File: config.mk
export PLATFORM = sky130hd
export DESIGN_NAME = pulse_distance_bit_transmitter_top
export DESIGN_NICKNAME = d
export VERILOG_FILES = /design/src/hdl/pdbt_pkg.sv /design/src/hdl/pulse_distance_bit_transmitter_top.sv /design/src/hdl/pdbt_ram.sv /design/src/hdl/pdbt_cfg.sv /design/src/hdl/pdbt_core.sv
export VERILOG_INCLUDE_DIRS = /design/src /design/src/hdl
export SDC_FILE = /design/constraint.sdc
export NUM_CORES = 1
export LEC_CHECK = 0
export BUFFER_PORTS_ARGS = -buffer_cell sky130_fd_sc_hd__buf_2
export CAP_MARGIN = 20
export CORE_ASPECT_RATIO = 1.75
export CORE_MARGIN = 5
export CORE_UTILIZATION = 47
export CTS_CLUSTER_SIZE = 20
export DETAILED_ROUTE_END_ITERATION = 8
export SLEW_MARGIN = 0
export SYNTH_ARGS = -nofsm -noshare
export SYNTH_HDL_FRONTEND = slang
export SYNTH_SLANG_ARGS = --single-unit
File: constraint.sdc
create_clock -name i_clk -period 9.5 [get_ports i_clk]
set_input_delay 0.475 -clock i_clk [delete_from_list [all_inputs] [get_ports i_clk]]
set_output_delay 0.475 -clock i_clk [all_outputs]
set_load 0.02 [all_outputs]
File: src/hdl/pulse_distance_bit_transmitter_top_defines.svh
// ----------------------------------------------------------------------------
// pulse distance transmitter assertion macros
// assertion forms for the transmitter core
// ----------------------------------------------------------------------------
`ifndef PULSE_DISTANCE_BIT_TRANSMITTER_TOP_DEFINES_SVH
`define PULSE_DISTANCE_BIT_TRANSMITTER_TOP_DEFINES_SVH

// same-cycle implication, checked outside reset
`define PDBT_ASSERT_NOW(label, cond_a, cond_b, msg) \
    label: assert property (@(posedge i_clk) disable iff (!i_rst_n) \
        (cond_a) |-> (cond_b)) else $error(msg);

// next-cycle implication, checked outside reset
`define PDBT_ASSERT_NEXT(label, cond_a, cond_b, msg) \
    label: assert property (@(posedge i_clk) disable iff (!i_rst_n) \
        (cond_a) |=> (cond_b)) else $error(msg);

`endif

File: src/hdl/pdbt_pkg.sv
// ----------------------------------------------------------------------------
// pdbt_pkg
// types and constants for the pulse distance transmitter
// ----------------------------------------------------------------------------
`default_nettype none

package pdbt_pkg;

    localparam int REG_W   = 16;
    localparam int IDX_W   = 2;
    localparam int BYTE_W  = 8;
    localparam int BIT_W   = 3;

    localparam logic [IDX_W-1:0] REG_SYNC_PERIOD = 2'd0;
    localparam logic [IDX_W-1:0] REG_ONE_PERIOD  = 2'd1;
    localparam logic [IDX_W-1:0] REG_ZERO_PERIOD = 2'd2;
    localparam logic [IDX_W-1:0] REG_PULSE_WIDTH = 2'd3;

    localparam logic [REG_W-1:0] RST_SYNC_PERIOD = 16'd5000;
    localparam logic [REG_W-1:0] RST_ONE_PERIOD  = 16'd2000;
    localparam logic [REG_W-1:0] RST_ZERO_PERIOD = 16'd1000;
    localparam logic [REG_W-1:0] RST_PULSE_WIDTH = 16'd50;

    localparam logic FUNC_TICK = 1'b0;
    localparam logic FUNC_LOAD = 1'b1;

    localparam logic [BIT_W-1:0] BIT_MSB  = 3'd7;
    localparam logic [BIT_W-1:0] BIT_LAST = 3'd7;

    typedef struct packed {
        logic [REG_W-1:0] sync_period;
        logic [REG_W-1:0] one_period;
        logic [REG_W-1:0] zero_period;
        logic [REG_W-1:0] pulse_width;
    } t_cfg;

    // pin_level ends up in bit 0
    typedef struct packed {
        logic load_rejected;
        logic busy_res;
        logic period_start;
        logic pin_level;
    } t_result;

    localparam int RESULT_W = $bits(t_result);
    localparam int OUT_W    = 8;

endpackage

`default_nettype wire

File: src/hdl/pulse_distance_bit_transmitter_top.sv
// the result beat of an accepted input beat is registered for the next cycle
// throughput: one beat per cycle, ticks and loads alike, while the result
// register is empty or taken; the period timer, bit sequencer and buffer
// prefetch update per beat; the result register frees when its beat is taken
// reset (synchronous, active low) clears sequencer, timer and registers;
// the message buffer is not cleared, only bytes loaded for a message are read
// ----------------------------------------------------------------------------
// pulse_distance_bit_transmitter_top
// pulse distance transmitter with message buffer and stream ports
// ----------------------------------------------------------------------------
`default_nettype none

module pulse_distance_bit_transmitter_top #(
    parameter int BUFFER_BYTES = 64
) (
    input  wire logic                        i_clk,
    input  wire logic                        i_rst_n,
    input  wire logic                        s_axis_tvalid,
    output logic                             s_axis_tready,
    input  wire logic [7:0]                  s_axis_tdata,   // data_byte
    input  wire logic                        s_axis_tlast,   // last_byte
    input  wire logic                        s_axis_tuser,   // func
    output logic                             m_axis_tvalid,
    input  wire logic                        m_axis_tready,
    // pin_level, period_start, busy_res, load_rejected, zero fill
    output logic [7:0]                       m_axis_tdata,
    input  wire logic                        i_cfg_wr_en,
    input  wire logic [pdbt_pkg::IDX_W-1:0]  i_cfg_index,
    input  wire logic [pdbt_pkg::REG_W-1:0]  i_cfg_data
);

    pdbt_pkg::t_cfg    cfg;
    pdbt_pkg::t_result result;
    logic              accept;
    logic              r_out_valid;
    pdbt_pkg::t_result r_out_data;

    assign s_axis_tready = !r_out_valid || m_axis_tready;
    assign accept        = s_axis_tvalid && s_axis_tready;

    pdbt_cfg u_cfg (
        .i_clk       (i_clk),
        .i_rst_n     (i_rst_n),
        .i_cfg_wr_en (i_cfg_wr_en),
        .i_cfg_index (i_cfg_index),
        .i_cfg_data  (i_cfg_data),
        .o_cfg       (cfg)
    );

    pdbt_core #(
        .BUFFER_BYTES (BUFFER_BYTES)
    ) u_core (
        .i_clk       (i_clk),
        .i_rst_n     (i_rst_n),
        .i_en        (accept),
        .i_func      (s_axis_tuser),
        .i_data_byte (s_axis_tdata),
        .i_last_byte (s_axis_tlast),
        .i_cfg       (cfg),
        .o_result    (result)
    );

    always_ff @(posedge i_clk) begin
        if (!i_rst_n) begin
            r_out_valid <= 1'b0;
        end else if (accept) begin
            r_out_valid <= 1'b1;
        end else if (m_axis_tready) begin
            r_out_valid <= 1'b0;
        end
    end

    always_ff @(posedge i_clk) begin
        if (accept) begin
            r_out_data <= result;
        end
    end

    assign m_axis_tvalid = r_out_valid;
    assign m_axis_tdata  = {(pdbt_pkg::OUT_W - pdbt_pkg::RESULT_W)'(0), r_out_data};

endmodule

`default_nettype wire

File: src/hdl/pdbt_ram.sv
// ----------------------------------------------------------------------------
// pdbt_ram
// generic single-write, single-read ram with registered read data
// ----------------------------------------------------------------------------
`default_nettype none

module pdbt_ram #(
    parameter int WIDTH = 8,
    parameter int DEPTH = 64,
    localparam int AW = (DEPTH > 1) ? $clog2(DEPTH) : 1
) (
    input  wire logic             i_clk,
    input  wire logic             i_we,
    input  wire logic [AW-1:0]    i_waddr,
    input  wire logic [WIDTH-1:0] i_wdata,
    input  wire logic [AW-1:0]    i_raddr,
    output logic      [WIDTH-1:0] o_rdata
);

    logic [WIDTH-1:0] r_mem [DEPTH];

    always_ff @(posedge i_clk) begin
        if (i_we) begin
            r_mem[i_waddr] <= i_wdata;
        end
        o_rdata <= r_mem[i_raddr];
    end

endmodule

`default_nettype wire

File: src/hdl/pdbt_cfg.sv
// ----------------------------------------------------------------------------
// pdbt_cfg
// period and pulse width registers behind a plain write port
// ----------------------------------------------------------------------------
`default_nettype none

module pdbt_cfg (
    input  wire logic                        i_clk,
    input  wire logic                        i_rst_n,
    input  wire logic                        i_cfg_wr_en,
    input  wire logic [pdbt_pkg::IDX_W-1:0]  i_cfg_index,
    input  wire logic [pdbt_pkg::REG_W-1:0]  i_cfg_data,
    output pdbt_pkg::t_cfg                   o_cfg
);

    pdbt_pkg::t_cfg r_cfg;

    always_ff @(posedge i_clk) begin
        if (!i_rst_n) begin
            r_cfg.sync_period <= pdbt_pkg::RST_SYNC_PERIOD;
            r_cfg.one_period  <= pdbt_pkg::RST_ONE_PERIOD;
            r_cfg.zero_period <= pdbt_pkg::RST_ZERO_PERIOD;
            r_cfg.pulse_width <= pdbt_pkg::RST_PULSE_WIDTH;
        end else if (i_cfg_wr_en) begin
            case (i_cfg_index)
                pdbt_pkg::REG_SYNC_PERIOD: r_cfg.sync_period <= i_cfg_data;
                pdbt_pkg::REG_ONE_PERIOD:  r_cfg.one_period  <= i_cfg_data;
                pdbt_pkg::REG_ZERO_PERIOD: r_cfg.zero_period <= i_cfg_data;
                pdbt_pkg::REG_PULSE_WIDTH: r_cfg.pulse_width <= i_cfg_data;
                default: ;
            endcase
        end
    end

    assign o_cfg = r_cfg;

endmodule

`default_nettype wire

File: src/hdl/pdbt_core.sv
// ----------------------------------------------------------------------------
// pdbt_core
// message buffer, period timer and bit sequencer, one beat per cycle
// ----------------------------------------------------------------------------
`default_nettype none

module pdbt_core #(
    parameter int BUFFER_BYTES = 64
) (
    input  wire logic                         i_clk,
    input  wire logic                         i_rst_n,
    input  wire logic                         i_en,
    input  wire logic                         i_func,
    input  wire logic [pdbt_pkg::BYTE_W-1:0]  i_data_byte,
    input  wire logic                         i_last_byte,
    input  wire pdbt_pkg::t_cfg               i_cfg,
    output pdbt_pkg::t_result                 o_result
);

    `include "pulse_distance_bit_transmitter_top_defines.svh"

    localparam int AW = (BUFFER_BYTES > 1) ? $clog2(BUFFER_BYTES) : 1;
    localparam int FW = $clog2(BUFFER_BYTES + 1);
    localparam int CW = FW + 1;
    localparam int PW = pdbt_pkg::REG_W + 1;

    logic [FW-1:0]                r_fill,     n_fill;
    logic [AW-1:0]                r_byte_pos, n_byte_pos;
    logic [pdbt_pkg::BIT_W-1:0]   r_bit_pos,  n_bit_pos;
    logic                         r_sending,  n_sending;
    logic [pdbt_pkg::REG_W-1:0]   r_tick,     n_tick;
    logic [pdbt_pkg::REG_W-1:0]   r_period,   n_period;
    logic [pdbt_pkg::BYTE_W-1:0]  r_cur_byte, n_cur_byte;
    logic                         r_byp_hit;
    logic [pdbt_pkg::BYTE_W-1:0]  r_byp_data;

    logic                         wr_en;
    logic [AW-1:0]                wr_addr;
    logic [AW-1:0]                rd_addr;
    logic [pdbt_pkg::BYTE_W-1:0]  ram_q;
    logic [pdbt_pkg::BYTE_W-1:0]  next_byte;
    logic                         is_load;
    logic                         is_tick;
    logic                         full;
    logic                         reject;
    logic                         period_end;
    logic                         cur_bit;
    logic [CW-1:0]                byte_inc;

    assign is_load    = i_en && (i_func == pdbt_pkg::FUNC_LOAD);
    assign is_tick    = i_en && (i_func == pdbt_pkg::FUNC_TICK);
    assign full       = r_fill >= FW'(BUFFER_BYTES);
    assign reject     = is_load && (r_sending || full);
    assign wr_en      = is_load && !reject;
    assign wr_addr    = AW'(r_fill);
    assign period_end = (PW'(r_tick) + PW'(1)) >= PW'(r_period);
    assign cur_bit    = r_cur_byte[pdbt_pkg::BIT_MSB - r_bit_pos];
    assign byte_inc   = CW'(r_byte_pos) + CW'(1);
    assign next_byte  = r_byp_hit ? r_byp_data : ram_q;
    assign rd_addr    = n_byte_pos + AW'(1);

    always_comb begin
        n_fill     = r_fill;
        n_byte_pos = r_byte_pos;
        n_bit_pos  = r_bit_pos;
        n_sending  = r_sending;
        n_tick     = r_tick;
        n_period   = r_period;
        n_cur_byte = r_cur_byte;
        if (wr_en) begin
            n_fill = r_fill + FW'(1);
            if (r_fill == '0) begin
                n_cur_byte = i_data_byte;
            end
            if (i_last_byte) begin
                n_sending  = 1'b1;
                n_byte_pos = '0;
                n_bit_pos  = '0;
            end
        end
        if (is_tick) begin
            if (period_end) begin
                n_tick = '0;
                if (!r_sending) begin
                    n_period = i_cfg.sync_period;
                end else begin
                    n_period  = cur_bit ? i_cfg.one_period : i_cfg.zero_period;
                    n_bit_pos = r_bit_pos + pdbt_pkg::BIT_W'(1);
                    if (r_bit_pos == pdbt_pkg::BIT_LAST) begin
                        n_byte_pos = AW'(byte_inc);
                        n_cur_byte = next_byte;
                        if (byte_inc >= CW'(r_fill)) begin
                            n_sending  = 1'b0;
                            n_byte_pos = '0;
                            n_fill     = '0;
                        end
                    end
                end
            end else begin
                n_tick = r_tick + pdbt_pkg::REG_W'(1);
            end
        end
    end

    always_comb begin
        o_result.pin_level     = r_tick < i_cfg.pulse_width;
        o_result.period_start  = is_tick && (r_tick == '0);
        o_result.busy_res      = n_sending;
        o_result.load_rejected = reject;
    end

    always_ff @(posedge i_clk) begin
        if (!i_rst_n) begin
            r_fill     <= '0;
            r_byte_pos <= '0;
            r_bit_pos  <= '0;
            r_sending  <= 1'b0;
            r_tick     <= '0;
            r_period   <= pdbt_pkg::RST_SYNC_PERIOD;
            r_byp_hit  <= 1'b0;
        end else begin
            r_fill     <= n_fill;
            r_byte_pos <= n_byte_pos;
            r_bit_pos  <= n_bit_pos;
            r_sending  <= n_sending;
            r_tick     <= n_tick;
            r_period   <= n_period;
            r_byp_hit  <= wr_en && (wr_addr == rd_addr);
        end
    end

    always_ff @(posedge i_clk) begin
        r_cur_byte <= n_cur_byte;
        r_byp_data <= i_data_byte;
    end

    // read port prefetches the byte after the one being sent
    pdbt_ram #(
        .WIDTH (pdbt_pkg::BYTE_W),
        .DEPTH (BUFFER_BYTES)
    ) u_ram (
        .i_clk   (i_clk),
        .i_we    (wr_en),
        .i_waddr (wr_addr),
        .i_wdata (i_data_byte),
        .i_raddr (rd_addr),
        .o_rdata (ram_q)
    );

    `PDBT_ASSERT_NOW(a_send_has_bytes, r_sending, r_fill != '0, "sending with empty buffer")
    `PDBT_ASSERT_NOW(a_idle_pos_clear, !r_sending,
        (r_byte_pos == '0) && (r_bit_pos == '0), "position not cleared while idle")
    `PDBT_ASSERT_NOW(a_tick_in_period, 1'b1,
        (r_tick == '0) || (r_tick < r_period), "tick count beyond period")
    `PDBT_ASSERT_NEXT(a_last_starts, wr_en && i_last_byte, r_sending,
        "accepted last byte did not start sending")

endmodule

`default_nettype wire
==> metrics, run 1 <==
# DRC=0; clock latency on the worst-skew pair=between 0.6 and 0.7 ns; clock buffer count from CTS=57; Gate Count Post-Synth=approximately 1.7k; hold path cells=3; largest family of logic cells by synthesized area=multiplexers; minimum hold slack=0.155 ns; CTS tree=yes; Post-CTS Setup Bufs=0; mux cell area share after synthesis=15.2%; P_int=~4.4 mW; Leak=approximately 10 nW; clock share of power=40.1%; worst endpoint data arrival time=between 7 and 8 ns; num ports=43; fin nets=about 1.9k; post-synthesis async set-or-reset flop share=0%; WP data required=9.98 ns; hold endpoint=m_axis_tvalid$_SDFFE_PN0P_; Initial Utilization=a little under half; setup ws final=just over 2 ns; gr usage total=about a fifth; simple-gate portion of the synthesized area=between 7 and 8%; DR WL/cell=approximately 25 um; Ant. Diodes=0; antenna violations before repair=3; number of buffers added on ports=38; CP max FO=44; CP peak stage delay=roughly 0.8 ns; cell repeated most along the worst path=and3_1; H-tree Lvls=2; die area=between 60000 and 70000 um^2; vias in the first global route=about 15k; number of synthesized flops with an enable pin=between 500 and 600; maximum VDD drop=~130 uV; Max stage delay cell, worst path=ha_4; Fill cells=around 4.7k; worst r2r path cells=22; Place WS=1.92 ns; Die Y=about 330 um; Critical Path Sink Type=flip-flop; hpwl dp=between 40 and 50 mm; worst-case clock buffer depth=3; Power Density=about 180 nW/um^2; hold path start=s_axis_tvalid; pin count of the biggest net entering global routing=88; Max Slew Vio Count=0; Die X=just under 200 um; Tightest Hold Check Type=input pin to flip-flop; Core ar.=just under 60000 um^2; Max Cap Violations=0; post-cts repair resize count=0; main flop type after synthesis=edfxtp_1; sw frac=about a fifth; remaining antenna violation count after routing=0; FF-to-FF Start=u_core.r_tick[2]$_SDFFE_PN0P_; clock skew=0.0210 ns; Synth Area in Adders=under 10%; routed wire length=~65 mm; RR Endpoint=u_core.u_ram.o_rdata[1]$_DFF_P_; crit path cell chain=and3_1 > nand3_1 > nor2b_1 > nand2_1 > nor2_1 > and3_1 > xor2_1 > ha_1 > and3_1 > a31o_2 > a31oi_2 > a21bo_1 > nor3_1 > a21oi_4 > inv_1 > ha_4 > buf_4 > mux4_2 > mux2i_1 > mux2i_1 > a22oi_1 > nand2_1; root buffer cell=clkbuf_16; DRT Pass-1 Iters=5; yosys warns=0; flip-flop and latch area=about 18000 um^2; r2r setup slk=~2.0 ns; total clock sinks=between 600 and 700; Final Hold Fails=0; # rows=117; sequential fraction of the synthesis area=about 67%; total power=5.50 mW; status=finished clean; hold bufs inserted after CTS=0; Tmin final=around 7.5 ns; first-pass GRT wire length=slightly below 100 mm; P&R area growth vs syn=9.97%; Gate power share=between 3 and 4%; RD Place Congestion=between 0.8 and 0.9; Unique masters post-synth=70; Seq pwr share=56.8%; 1st-iter DRT viols=1001; clock slew at reported path FFs=approximately 0.060 ns; post-synthesis compound-gate area fraction=4.98%; worst relative slew slack=roughly 33%; Least-Margin Pin Slew=0.995 ns; period utilization=78.8%; RSZ-0062 raised after global routing=false; #FFs+latches synth=~660; Syn Area/Cell=around 16 um^2; Vias/cell=about 5.7; area of the multi-input gates=between 8000 and 9000 um^2; Buf+Inv Stages, Crit Path=2; maximum clock rate=~0.13 GHz; routed vias=roughly 15k; Crit path depth=22; layout cell share with drive strength beyond 1=between 10% and 20%; CP top delay family=compound AO/OA/AOI/OAI gates; total global routing overflow=0; Final Util=51.9%; CP Launch Type=flip-flop; Mapped Area=~27000 um^2; Sw Pwr=roughly 1.1 mW; Setup TNS=0 ns; final setup fails=0; kind of critical path=flip-flop to flip-flop; XOR/XNOR share of the synthesized area=1.11%
Yosys cell counts (all sizes together) (2+ instances only):
library cell  count  area share [%]
edfxtp          516              57
nand2           187             2.6
dfxtp           139              10
mux4            130              11
mux2i           122             4.5
nor2             99             1.4
clkbuf           54            0.74
a21boi           51             1.4
nand3            48            0.90
ha               46             2.1
inv              43            0.59
buf              36            0.89
nor2b            34            0.81
a21oi            33            0.62
o21ai            32            0.59
xnor2            23            0.79
a211oi           21            0.60
a22oi            18            0.64
and2             16            0.38
and3             12            0.28
nor3             11            0.24
a21o             10            0.28
xor2              9            0.32
nand2b            8            0.18
o211ai            8            0.22
nor4              6            0.14
a31oi             3           0.092
nand3b            3           0.082
nand4             3           0.092
nor3b             3           0.082
a2111oi           2            0.13
a31o              2           0.064
a41oi             2            0.13
clkinv            2           0.028
or3               2           0.064
worst min-delay path: stages:
cell and delay, ns:
buf_2 0.10, inv_1 0.04, a21boi_0 0.07
registers in the layout (all words and copies together), names as in the netlist, 4 cells and up:
signal,cells
u_core.r_fill,7
u_cfg.o_cfg,64
u_core.r_cur_byte,8
u_core.r_tick,16
u_core.r_byp_data,8
u_core.r_period,16
u_core.r_byte_pos,6
u_core.u_ram.o_rdata,8
m_axis_tdata,4
u_core.u_ram.r_mem,512
per-stage QoR:
step	std cells	area (um^2)
2_1_floorplan	1751	27300
3_3_place_gp	2494	28300
3_5_place_dp	2495	28300
4_1_cts	2601	30000
5_1_grt	2601	30000
6_report	2601	30000
final cells by class:
type | instances | area share, %
sequential | 655 | 60.9
clock inverter | 27 | 0.579
tap | 773 | 3.22
timing repair buffer | 61 | 1.30
inverter | 45 | 0.563
clock buffer | 79 | 5.25
multi-input combinational | 961 | 28.2
per-layer routing:
| metal | GRT usage, % | vias to the layer above | share of wire (%) | wire length (um) |
|---|---|---|---|---|
| met5 | 0 | - | 0.031 | 20 |
| met4 | 10.1 | 2 | 5.6 | 3640 |
| met3 | 2.28 | 149 | 3.8 | 2490 |
| met2 | 38.8 | 410 | 55 | 35700 |
| met1 | 23.3 | 7493 | 35 | 23100 |
| li1 | - | 6700 | - | - |
how the worst max path moves through the flow:
stage / slack (ns) / to / startpoint
2_1_floorplan: 4.14 / u_core.u_ram.o_rdata[5]$_DFF_P_ / u_core.r_tick[2]$_SDFFE_PN0P_
3_3_place_gp: 2.03 / u_core.u_ram.o_rdata[1]$_DFF_P_ / u_core.r_tick[2]$_SDFFE_PN0P_
3_5_place_dp: 1.92 / u_core.u_ram.o_rdata[1]$_DFF_P_ / u_core.r_tick[2]$_SDFFE_PN0P_
4_1_cts: 1.88 / u_core.u_ram.o_rdata[1]$_DFF_P_ / u_core.r_tick[2]$_SDFFE_PN0P_
5_1_grt: 1.37 / u_core.u_ram.o_rdata[1]$_DFF_P_ / u_core.r_tick[2]$_SDFFE_PN0P_
6_report: 2.02 / u_core.u_ram.o_rdata[1]$_DFF_P_ / u_core.r_tick[2]$_SDFFE_PN0P_
kinds of logic after synthesis:
logic type | after synthesis
fa+ha+maj | 46
flops | 655
xor+xnor | 32
mux | 252
buf+inv | 135
compound gates | 189
simple gates | 438
other cells | 1
power by group through the flow:
stage / logic, mW / registers [mW] / clock network (mW)
after floorplan: 0.0876 / 3.19 / 0
after global placement: 0.168 / 3.19 / 0
after detailed placement: 0.172 / 3.19 / 0
after CTS: 0.173 / 3.13 / 2.25
after global routing: 0.186 / 3.13 / 2.36
final: 0.169 / 3.13 / 2.21
cell usage in the layout, fill, tap and decap left out, types with 12 or more instances in the layout:
master	count
clkinv_2	15
buf_2	38
inv_1	42
o21ai_0	29
mux2i_1	121
ha_1	45
mux4_2	130
a211oi_1	20
and2_1	15
xnor2_1	20
nand3_1	47
dfxtp_1	139
buf_4	20
nor2b_1	33
and3_1	12
clkbuf_16	59
a21boi_0	50
a21oi_1	32
nor2_1	98
edfxtp_1	516
clkbuf_1	17
nand2_1	187
Note: power is estimated with default switching activity, not from simulation.
==> inputs of run 2 (changes only) <==
Clock period 9.5 ns to 6.8 ns, I/O delays scaled along.
==> run 2 against run 1 <==
Net effect:
- first-iteration DRC count decreased by 3.5%
- sequential power is 40% higher
- cell area rose by 1.3%
- via count grew 0.36%
- worst setup slack worse by 1.5 ns
- sequential cell count is the same
- largest power group unchanged
- clock power grew 54%
- wire length grew 2.5%
- combinational power rose by 43%
- clock-buffer cell count down 1
- utilization increased by 0.68 points
==> metrics, run 2 (synthesized netlist as in run 1, its figures left out) <==
r2r setup slk=roughly 0.55 ns; routed vias=roughly 15k; Max Slew Vio Count=0; CP Launch Type=flip-flop; Finished Layout Cells=2614; Seq pwr share=between 50 and 60%; die area=~63000 um^2; flip-flop and latch area=18300 um^2; fin nets=~1.9k; FF-to-FF Start=u_core.r_tick[2]$_SDFFE_PN0P_; Max Used Layer=met4; hold path start=i_cfg_data[10]; Post-CTS Setup Bufs=0; clock latency on the worst-skew pair=about 0.6 ns; final setup fails=0; Max Cap Violations=0; period utilization=roughly 92%; root buffer cell=clkbuf_16; area of the multi-input gates=approximately 8500 um^2; kind of critical path=flip-flop to flip-flop; CP max FO=46; Setup TNS=0 ns; 1st-iter DRT viols=between 900 and 1k; first-pass GRT wire length=between 90 and 100 mm; commonest non-fill, non-tap cell in the layout=edfxtp_1; clock slew at reported path FFs=0.07 ns; RSZ-0062 raised after global routing=false; Power Density=between 200 and 300 nW/um^2; Sw Pwr=between 1.5 and 2 mW; total clock sinks=~660; Fill cells=~4.7k; WP data required=7.28 ns; CTS tree=yes; most frequent cells in the layout=edfxtp_1 (516), nand2_1 (187), dfxtp_1 (139); maximum clock rate=0.160 GHz; Tightest Hold Check Type=input pin to flip-flop; # DRC=0; Initial Utilization=around 47%; Die Y=about 330 um; hold path cells=3; Final Hold Fails=0; antenna violations before repair=0; worst r2r path cells=22; pin count of the biggest net entering global routing=approximately 70; number of buffers added on ports=38; status=finished clean; Vias/cell=5.66; vias in the first global route=~15k; Ant. Diodes=0; post-cts repair resize count=0; P&R area growth vs syn=11.4%; H-tree Lvls=2; # rows=~120; hpwl dp=approximately 44 mm; Least-Margin Pin Slew=between 1 and 1.5 ns; Leak=between 9 and 10 nW; Critical Path Sink Type=flip-flop; Die X=192 um; routed wl met3=between 2 and 2.5 mm; worst endpoint data arrival time=~6.7 ns; remaining antenna violation count after routing=0; max FFs per register=512; P_int=around 6.4 mW; Tmin final=6.25 ns; DR WL/cell=between 20 and 30 um; gr usage total=between 20% and 30%; DRT Pass-1 Iters=5; RD Place Congestion=~0.86; met2 wire len=around 37 mm; sw frac=between 20% and 30%; total global routing overflow=0; Gate power share=approximately 3.0%; layout cell share with drive strength beyond 1=between 10% and 20%; worst relative slew slack=about a third; worst-case clock buffer depth=3; Metal-1 WL=between 20 and 25 mm; maximum VDD drop=between 200 and 250 uV; num ports=43; hold endpoint=u_cfg.o_cfg[42]$_SDFFE_PN1P_; RR Endpoint=u_core.u_ram.o_rdata[5]$_DFF_P_; clock share of power=between 40% and 50%; Core ar.=between 50000 and 60000 um^2; Biggest register=u_core.u_ram.r_mem; routed wire length=66.6 mm; clock skew=roughly 0.017 ns; placed cells=between 2k and 3k; clock buffer count from CTS=between 50 and 60
run 2: changes by cell type in the layout (fill, tap and decap cells not counted), sizes merged:
| cell | delta |
|---|---|
| clkinvlp | +3 |
| dlygate4sd3 | +1 |
| clkinv | -5 |
| buf | +9 |
| clkbuf | -1 |
| bufinv | +6 |
run 2: layout make-up:
class / count / share of cell area (%)
Tap cell: 773 / 3.18
Timing Repair Buffer: 71 / 1.87
Clock buffer: 78 / 5.32
Inverter: 45 / 0.555
Sequential cell: 655 / 60.1
Multi-Input combinational cell: 961 / 27.8
Clock inverter: 31 / 1.13
run 2: worst max-delay path by stage:
stage                                       start                              end  slack [ns]  depth (start not counted)
floorplan           u_core.r_tick[2]$_SDFFE_PN0P_  u_core.u_ram.o_rdata[5]$_DFF_P_        1.44                         26
global placement    u_core.r_tick[2]$_SDFFE_PN0P_  u_core.u_ram.o_rdata[5]$_DFF_P_        0.60                         22
detailed placement  u_core.r_tick[2]$_SDFFE_PN0P_  u_core.u_ram.o_rdata[5]$_DFF_P_        0.53                         22
CTS                 u_core.r_tick[2]$_SDFFE_PN0P_  u_core.u_ram.o_rdata[5]$_DFF_P_        0.48                         22
global route        u_core.r_tick[2]$_SDFFE_PN0P_  u_core.u_ram.o_rdata[5]$_DFF_P_        0.14                         22
finish              u_core.r_tick[2]$_SDFFE_PN0P_  u_core.u_ram.o_rdata[5]$_DFF_P_        0.55                         22
run 2: critical path, cell delays in order (launching register included):
cell	delay (ns)
dfxtp_1	0.46
and3_1	0.29
nand3_1	0.19
nor2b_1	0.34
nand2_1	0.13
nor2_1	0.27
and3_1	0.25
xor2_1	0.16
ha_1	0.30
and3_1	0.22
a31o_2	0.27
a31oi_2	0.29
a21bo_1	0.25
nor3_1	0.09
a21oi_4	0.31
inv_1	0.13
ha_4	0.53
buf_12	0.34
mux4_2	0.38
mux2i_1	0.19
mux2i_1	0.12
a22oi_1	0.46
nand2_1	0.12
run 2: metal layers:
layer / global-route usage [%] / vias up
met3: 2.51 / 129
li1: - / 6731
met4: 9.62 / 0
met1: 23.5 / 7579
met2: 40.3 / 368
met5: 0 / -
run 2: power by group through the flow:
stage | registers [mW] | clock network, mW | logic, mW
final | 4.37 | 3.40 | 0.241
after global routing | 4.37 | 3.62 | 0.264
after CTS | 4.37 | 3.46 | 0.246
after detailed placement | 4.46 | 0 | 0.245
after global placement | 4.46 | 0 | 0.237
after floorplan | 4.45 | 0 | 0.122
run 2: through the flow:
step	utilization, %	area (um^2)	power [mW]	worst slack [ns]	hold slack (ns)
after global routing	52.6	30400	8.26	0.138	0.0242
final	52.6	30400	8.01	0.545	0.0238
after floorplan	-	27300	4.57	1.44	0.368
after detailed placement	49.2	28400	4.70	0.530	0.454
after CTS	52.6	30400	8.08	0.480	0.00656
after global placement	49.1	28400	4.69	0.598	0.444
run 2: repair_timing:
action                                  4_1_cts  5_1_grt
hold buffers                                  1        0
endpoints found under the setup margin        0        0
endpoints found under the hold margin         1        0
